--- config.mk ---
export PLATFORM = sky130hd
export DESIGN_NAME = binary_to_decimal_ascii
export DESIGN_NICKNAME = d
export VERILOG_FILES = /design/src/rtl/bdasc_pkg.sv /design/src/rtl/binary_to_decimal_ascii.sv /design/src/rtl/bdasc_cell.sv
export SDC_FILE = /design/constraint.sdc
export NUM_CORES = 1
export LEC_CHECK = 0
export ABC_CLOCK_PERIOD_IN_PS = 6300
export BUFFER_PORTS_ARGS = -buffer_cell sky130_fd_sc_hd__clkbuf_2
export CORE_AREA = 8 8 143 145
export DETAILED_ROUTE_END_ITERATION = 10
export DIE_AREA = 0 0 151 153
export GPL_ROUTABILITY_DRIVEN = 0
export PLACE_DENSITY_LB_ADDON = 0.08
export SKIP_CTS_REPAIR_TIMING = 1
export SYNTH_ARGS = -nofsm -noshare
export SYNTH_HDL_FRONTEND = slang
export SYNTH_SLANG_ARGS = --single-unit
--- constraint.sdc ---
create_clock -name clk -period 6.3 [get_ports clk]
set_input_delay 0.315 -clock clk [delete_from_list [all_inputs] [get_ports clk]]
set_output_delay 0.315 -clock clk [all_outputs]
set_load 0.05 [all_outputs]
--- src/rtl/bdasc_pkg.sv ---
// Shared types, constants and the digit glyph table for the decimal/hex printer.
// Used by bdasc_cell and binary_to_decimal_ascii; depends on nothing else.
package bdasc_pkg;

    // Number of value bits that are converted.
    localparam int VALUE_BITS = 64;

    // Digits of 2**VALUE_BITS - 1 in decimal; hex never needs more.
    localparam int NUM_DIGITS = (VALUE_BITS * 30103) / 100000 + 1;

    // Widths of the controller counters.
    localparam int CNT_W = $clog2(NUM_DIGITS + 1);
    localparam int BIT_W = $clog2(VALUE_BITS);

    // Operation applied to every cell of the digit chain in the same cycle.
    typedef enum logic [1:0] {
        OP_HOLD  = 2'd0,
        OP_CLEAR = 2'd1,
        OP_BIT   = 2'd2,
        OP_DIGIT = 2'd3
    } chain_op_t;

    // Control that the sequencer broadcasts to the cells.
    typedef struct packed {
        chain_op_t op;
        logic      dec;
    } cell_ctrl_t;

    // Input beat.
    typedef struct packed {
        logic [63:0] value;
        logic        mode;
    } in_beat_t;

    // Output beat.
    typedef struct packed {
        logic [6:0] digit_char;
        logic       last;
    } out_beat_t;

    // ASCII glyphs for digit values 0 through 15.
    localparam logic [6:0] GLYPHS [16] = '{
        7'h30, 7'h31, 7'h32, 7'h33, 7'h34, 7'h35, 7'h36, 7'h37,
        7'h38, 7'h39, 7'h41, 7'h42, 7'h43, 7'h44, 7'h45, 7'h46
    };

endpackage

--- src/rtl/binary_to_decimal_ascii.sv ---
// Prints an unsigned value as ASCII decimal or upper-case hex digits, MSB first.
// The value is shifted into the digit chain bit by bit, then leading zero digits are skipped,
// then one beat is sent per digit; skipped and emitted digits always total NUM_DIGITS.
// One value at a time: the next is taken only once the sequencer is idle after the last beat.
// Output stalls delay the beats and the next value. The rate is set by the bit-serial shift.
// Reset (rst_n, asynchronous) returns the sequencer to idle; digits are not cleared.
module binary_to_decimal_ascii
    import bdasc_pkg::*;
(
    input  logic      clk,
    input  logic      rst_n,
    input  logic      in_valid,
    output logic      in_ready,
    input  in_beat_t  in_data,
    output logic      out_valid,
    input  logic      out_ready,
    output out_beat_t out_data
);

    typedef enum logic [1:0] {
        ST_IDLE,
        ST_CONV,
        ST_SKIP,
        ST_EMIT
    } state_t;

    state_t                  state_reg;
    logic [VALUE_BITS-1:0]   shift_reg;
    logic                    dec_reg;
    logic [BIT_W-1:0]        bit_cnt_reg;
    logic [CNT_W-1:0]        remain_reg;
    cell_ctrl_t              ctrl;
    logic                    carry [NUM_DIGITS];
    logic [3:0]              digits [NUM_DIGITS];
    logic [3:0]              top_digit;
    logic                    in_fire;
    logic                    out_fire;
    logic                    skip_more;

    assign in_fire   = in_valid && in_ready;
    assign out_fire  = out_valid && out_ready;
    assign top_digit = digits[NUM_DIGITS-1];
    assign skip_more = (top_digit == 4'd0) && (remain_reg != CNT_W'(1));

    assign in_ready  = (state_reg == ST_IDLE);
    assign out_valid = (state_reg == ST_EMIT);
    assign out_data.digit_char = GLYPHS[top_digit];
    assign out_data.last       = (remain_reg == CNT_W'(1));

    // Chain operation for this cycle.
    always_comb
    begin
        ctrl.dec = dec_reg;
        case (state_reg)
            ST_IDLE: ctrl.op = in_fire ? OP_CLEAR : OP_HOLD;
            ST_CONV: ctrl.op = OP_BIT;
            ST_SKIP: ctrl.op = skip_more ? OP_DIGIT : OP_HOLD;
            ST_EMIT: ctrl.op = out_fire ? OP_DIGIT : OP_HOLD;
            default: ctrl.op = OP_HOLD;
        endcase
    end

    // Chain of digit cells; cell 0 is the least significant digit.
    genvar i;
    generate
        for (i = 0; i < NUM_DIGITS; i++)
        begin : g_cell
            if (i == 0)
            begin : g_first
                bdasc_cell u_cell (
                    .clk      (clk),
                    .ctrl     (ctrl),
                    .bit_in   (shift_reg[VALUE_BITS-1]),
                    .digit_in (4'd0),
                    .bit_out  (carry[i]),
                    .digit    (digits[i])
                );
            end
            else
            begin : g_rest
                bdasc_cell u_cell (
                    .clk      (clk),
                    .ctrl     (ctrl),
                    .bit_in   (carry[i-1]),
                    .digit_in (digits[i-1]),
                    .bit_out  (carry[i]),
                    .digit    (digits[i])
                );
            end
        end
    endgenerate

    // Sequencer: load, shift in bits, skip leading zeros, emit digits.
    always_ff @(posedge clk or negedge rst_n)
    begin
        if (!rst_n)
        begin
            state_reg   <= ST_IDLE;
            dec_reg     <= 1'b0;
            bit_cnt_reg <= '0;
            remain_reg  <= '0;
        end
        else
        begin
            case (state_reg)
                ST_IDLE:
                begin
                    if (in_fire)
                    begin
                        dec_reg     <= ~in_data.mode;
                        bit_cnt_reg <= BIT_W'(VALUE_BITS - 1);
                        state_reg   <= ST_CONV;
                    end
                end
                ST_CONV:
                begin
                    bit_cnt_reg <= bit_cnt_reg - BIT_W'(1);
                    if (bit_cnt_reg == '0)
                    begin
                        remain_reg <= CNT_W'(NUM_DIGITS);
                        state_reg  <= ST_SKIP;
                    end
                end
                ST_SKIP:
                begin
                    if (skip_more)
                        remain_reg <= remain_reg - CNT_W'(1);
                    else
                        state_reg <= ST_EMIT;
                end
                ST_EMIT:
                begin
                    if (out_fire)
                    begin
                        remain_reg <= remain_reg - CNT_W'(1);
                        if (remain_reg == CNT_W'(1))
                            state_reg <= ST_IDLE;
                    end
                end
                default: state_reg <= ST_IDLE;
            endcase
        end
    end

    // Value bits feed the chain most significant first.
    always_ff @(posedge clk)
    begin
        if (in_fire)
            shift_reg <= in_data.value[VALUE_BITS-1:0];
        else if (state_reg == ST_CONV)
            shift_reg <= {shift_reg[VALUE_BITS-2:0], 1'b0};
    end

endmodule

--- src/rtl/bdasc_cell.sv ---
// One digit cell of the conversion chain: a 4-bit digit with add-3 correction in decimal mode.
// Depends on bdasc_pkg for the control struct and operation codes.
module bdasc_cell
    import bdasc_pkg::*;
(
    input  logic       clk,
    input  cell_ctrl_t ctrl,
    input  logic       bit_in,
    input  logic [3:0] digit_in,
    output logic       bit_out,
    output logic [3:0] digit
);

    logic [3:0] digit_reg;
    logic [3:0] digit_next;
    logic [3:0] adj;

    // In decimal mode a digit of five or more is corrected before the shift.
    assign adj     = (ctrl.dec && (digit_reg > 4'd4)) ? digit_reg + 4'd3 : digit_reg;
    assign bit_out = adj[3];
    assign digit   = digit_reg;

    // Select the next digit value for the broadcast operation.
    always_comb
    begin
        case (ctrl.op)
            OP_CLEAR: digit_next = 4'd0;
            OP_BIT:   digit_next = {adj[2:0], bit_in};
            OP_DIGIT: digit_next = digit_in;
            default:  digit_next = digit_reg;
        endcase
    end

    // The digit is data only and needs no reset.
    always_ff @(posedge clk)
    begin
        digit_reg <= digit_next;
    end

endmodule
==> results.json <==
{
  "crit_path_end": "g_cell[15].g_rest.u_cell.digit[0]",
  "grt_pass1_vias": 6253,
  "initial_utilization": 0.4863,
  "grt_max_degree": 82,
  "drc": 0,
  "max_clock_freq_mhz": 259.3,
  "yosysTopAreaCellShare": 0.4868,
  "antenna_cells": 0,
  "numCtsBuffers": 17,
  "netlist_instances": 777,
  "power_uw": 5989,
  "placeableCoreArea_um2": 18270,
  "yosysUniqueCellTypes": 43,
  "fillers": 1608,
  "yosys_warnings": 0,
  "synth-main-ff-cell": "edfxtp_1",
  "irDropWorstVdd_v": 0.0005382,
  "fin_setup_tns_ns": 0,
  "fin_area_um2": 10040,
  "slowest_delay_ns": 0.99,
  "syn-num-nets": 877,
  "firstDrtPassIters": 4,
  "num_rows": 50,
  "synth.avg_cell_area_um2": 11.43,
  "start_kind": "flop",
  "largest_reg_flops": 76,
  "slew_headroom": 0.2596,
  "post_route_cells_drive_above_1_share": 0.2294,
  "dr_wl_met2_mm": 8.345,
  "timing.final.crit_share": 0.6122,
  "skew_ns": 0.005297,
  "grt_setup_unrepaired": "no",
  "setup-violations-final": 0,
  "grt_usage": 0.1572,
  "async_reset_ff_frac": 0.08861,
  "cp_num_cells": 7,
  "critical_path.top_delay_family": "simple AND/OR/NAND/NOR gates",
  "cp-end-kind": "flop",
  "worstPathRequired_ns": 6.35,
  "ant_nets": 0,
  "status": "finished clean",
  "htree_num_levels": 4,
  "portBuffers": 78,
  "nets": 937,
  "met1_length_mm": 8.081,
  "crit_buf_inv": 3,
  "ios": 79,
  "leakage_uw": 0.003894,
  "hold_viol": 0,
  "cts_tree": "yes",
  "numClockSinks": 158,
  "viasPerCell": 5.606,
  "reg2reg_from": "state_reg[0]",
  "worst_pin_slew_ns": 1.111,
  "vias": 6077,
  "highest-signal-layer": "met4",
  "hpwlAfterDp_mm": 10.82,
  "synth_area_leaders": "edfxtp_1 49%, mux2_2 8.2%, a22oi_1 5.0%",
  "crit_start": "state_reg[0]",
  "period_needed_ns": 3.857,
  "grt_antenna_before_repair": 0,
  "rr_worst_depth": 7,
  "holdWs_ns": 0.07734,
  "slew_violations": 0,
  "path_max_fanout": 81,
  "clk_path_buf_depth": 2,
  "seq_area_frac_synth": 0.5262,
  "critPathKind": "flop to flop",
  "grt_pass1_wl_mm": 29.72,
  "drt_iter0_markers": 320,
  "synth_area_um2": 8884,
  "routed_wl_mm": 17.63,
  "dieArea_um2": 23100,
  "synth.ff_latch_count": 158,
  "crit_chain": "inv_1, ha_1, inv_1, o41ai_1, o21a_2, buf_4, nand2b_4",
  "area_growth_pct": 13.07,
  "die_h_um": 153,
  "synth_edf_count": 144,
  "yosysTopAreaCell": "edfxtp_1",
  "hp-class": "primary input to flop",
  "worst_path_max_delay_cell": "nand2b_4",
  "arrival_ns": 3.91,
  "clkTransAtPathRegs_ns": 0.07,
  "place_area_um2": 9444,
  "clock_latency_ns": 0.43,
  "maxCapViolations": 0,
  "root_buffer": "clkbuf_16",
  "powerDensity_nw_per_um2": 596.2,
  "overflow": 0,
  "die_w_um": 151,
  "wl_met3_um": 986,
  "post_drt_wl_per_cell_um": 16.27,
  "timing.reg2reg.setup_slack_ns": 2.44,
  "worst_path_most_repeated_cell": "inv_1",
  "reg2reg_to": "g_cell[15].g_rest.u_cell.digit[0]"
}
per-stage QoR:
| stage | util | instances | setup WS (ns) |
|---|---|---|---|
| finish | 0.5499 | 1084 | 2.443 |
| global route | 0.5499 | 1084 | 2.115 |
| CTS | 0.5493 | 1083 | 2.377 |
| detailed placement | 0.5170 | 1051 | 2.377 |
| global placement | 0.5170 | 1051 | 2.475 |
| floorplan | - | 777 | 1.780 |
synthesized netlist by cell type, types with 2 or more instances:
cell	instances
a21o_1	22
a21oi_1	25
a22o_1	2
a22oi_1	59
a31oi_1	3
buf_1	8
buf_2	10
buf_4	4
clkbuf_1	22
dfrtp_1	14
edfxtp_1	144
ha_1	31
inv_1	53
mux2_2	65
mux2i_1	23
nand2_1	31
nand2b_1	3
nor2_1	71
nor2b_1	21
nor3_1	21
nor3b_1	2
nor4b_1	18
o211ai_1	20
o21a_1	20
o21ai_0	46
or2_2	2
xnor2_1	20
xor2_1	2
layout make-up:
type	count	area [um^2]	share of cell area
flip-flops and latches	158	4674	0.4654
multi-input cells	521	3835	0.3818
repair buffers	86	452.9	0.04509
clock buffers	17	425.4	0.04235
well taps	234	292.8	0.02915
inverters	53	198.9	0.01981
clock inverters	15	165.2	0.01644
where the power goes:
part           switching (uW)  internal, uW
sequential                387          2010
combinational            1570           994
clock                     493           535
cells in the final DEF, fill, tap and decap left out, types with 2 or more instances in the layout:
cell	count
xor2_1	2
o211ai_1	20
clkbuf_2	78
edfxtp_1	144
a22oi_1	59
inv_8	5
nor2_1	71
a21oi_1	25
a21o_1	22
mux2i_1	22
nor2b_1	21
buf_4	7
nor3b_1	2
nor3_1	21
inv_6	6
clkbuf_16	17
clkinv_8	3
o21ai_0	46
a22o_1	2
inv_1	53
a31oi_1	3
or2_2	2
o21a_1	19
nor4b_1	18
dfrtp_1	14
mux2_2	65
ha_1	30
nand2_1	30
xnor2_1	20
routing by layer:
| metal | global-route usage | vias up |
|---|---|---|
| li1 | - | 3018 |
| met1 | 0.1983 | 2926 |
| met2 | 0.2497 | 112 |
| met3 | 0.05373 | 21 |
| met4 | 0.04573 | 0 |
| met5 | 0 | - |
kinds of logic (layout without fill, tap and decap cells):
| kind of cell | Yosys count | after routing | synth area share |
|---|---|---|---|
| AOI/OAI and AO/OA | 202 | 202 | 0.1530 |
| xor gates and xnor gates | 22 | 22 | 0.02169 |
| adders and majority gates | 31 | 31 | 0.04366 |
| DFF | 158 | 158 | 0.5262 |
| buffers and inverters | 98 | 171 | 0.04535 |
| and+or+nand+nor | 177 | 177 | 0.1006 |
| muxes | 89 | 89 | 0.1096 |
worst min path at each step:
stage	from	end	cells past startpoint
after global routing	in_data[0]	dec_reg	2
after detailed placement	rst_n	bit_cnt_reg[0]	1
final	in_data[0]	dec_reg	2
after CTS	rst_n	bit_cnt_reg[0]	1
after global placement	rst_n	bit_cnt_reg[0]	1
after floorplan	rst_n	bit_cnt_reg[0]	0
Power figures use the tool's default switching activity.
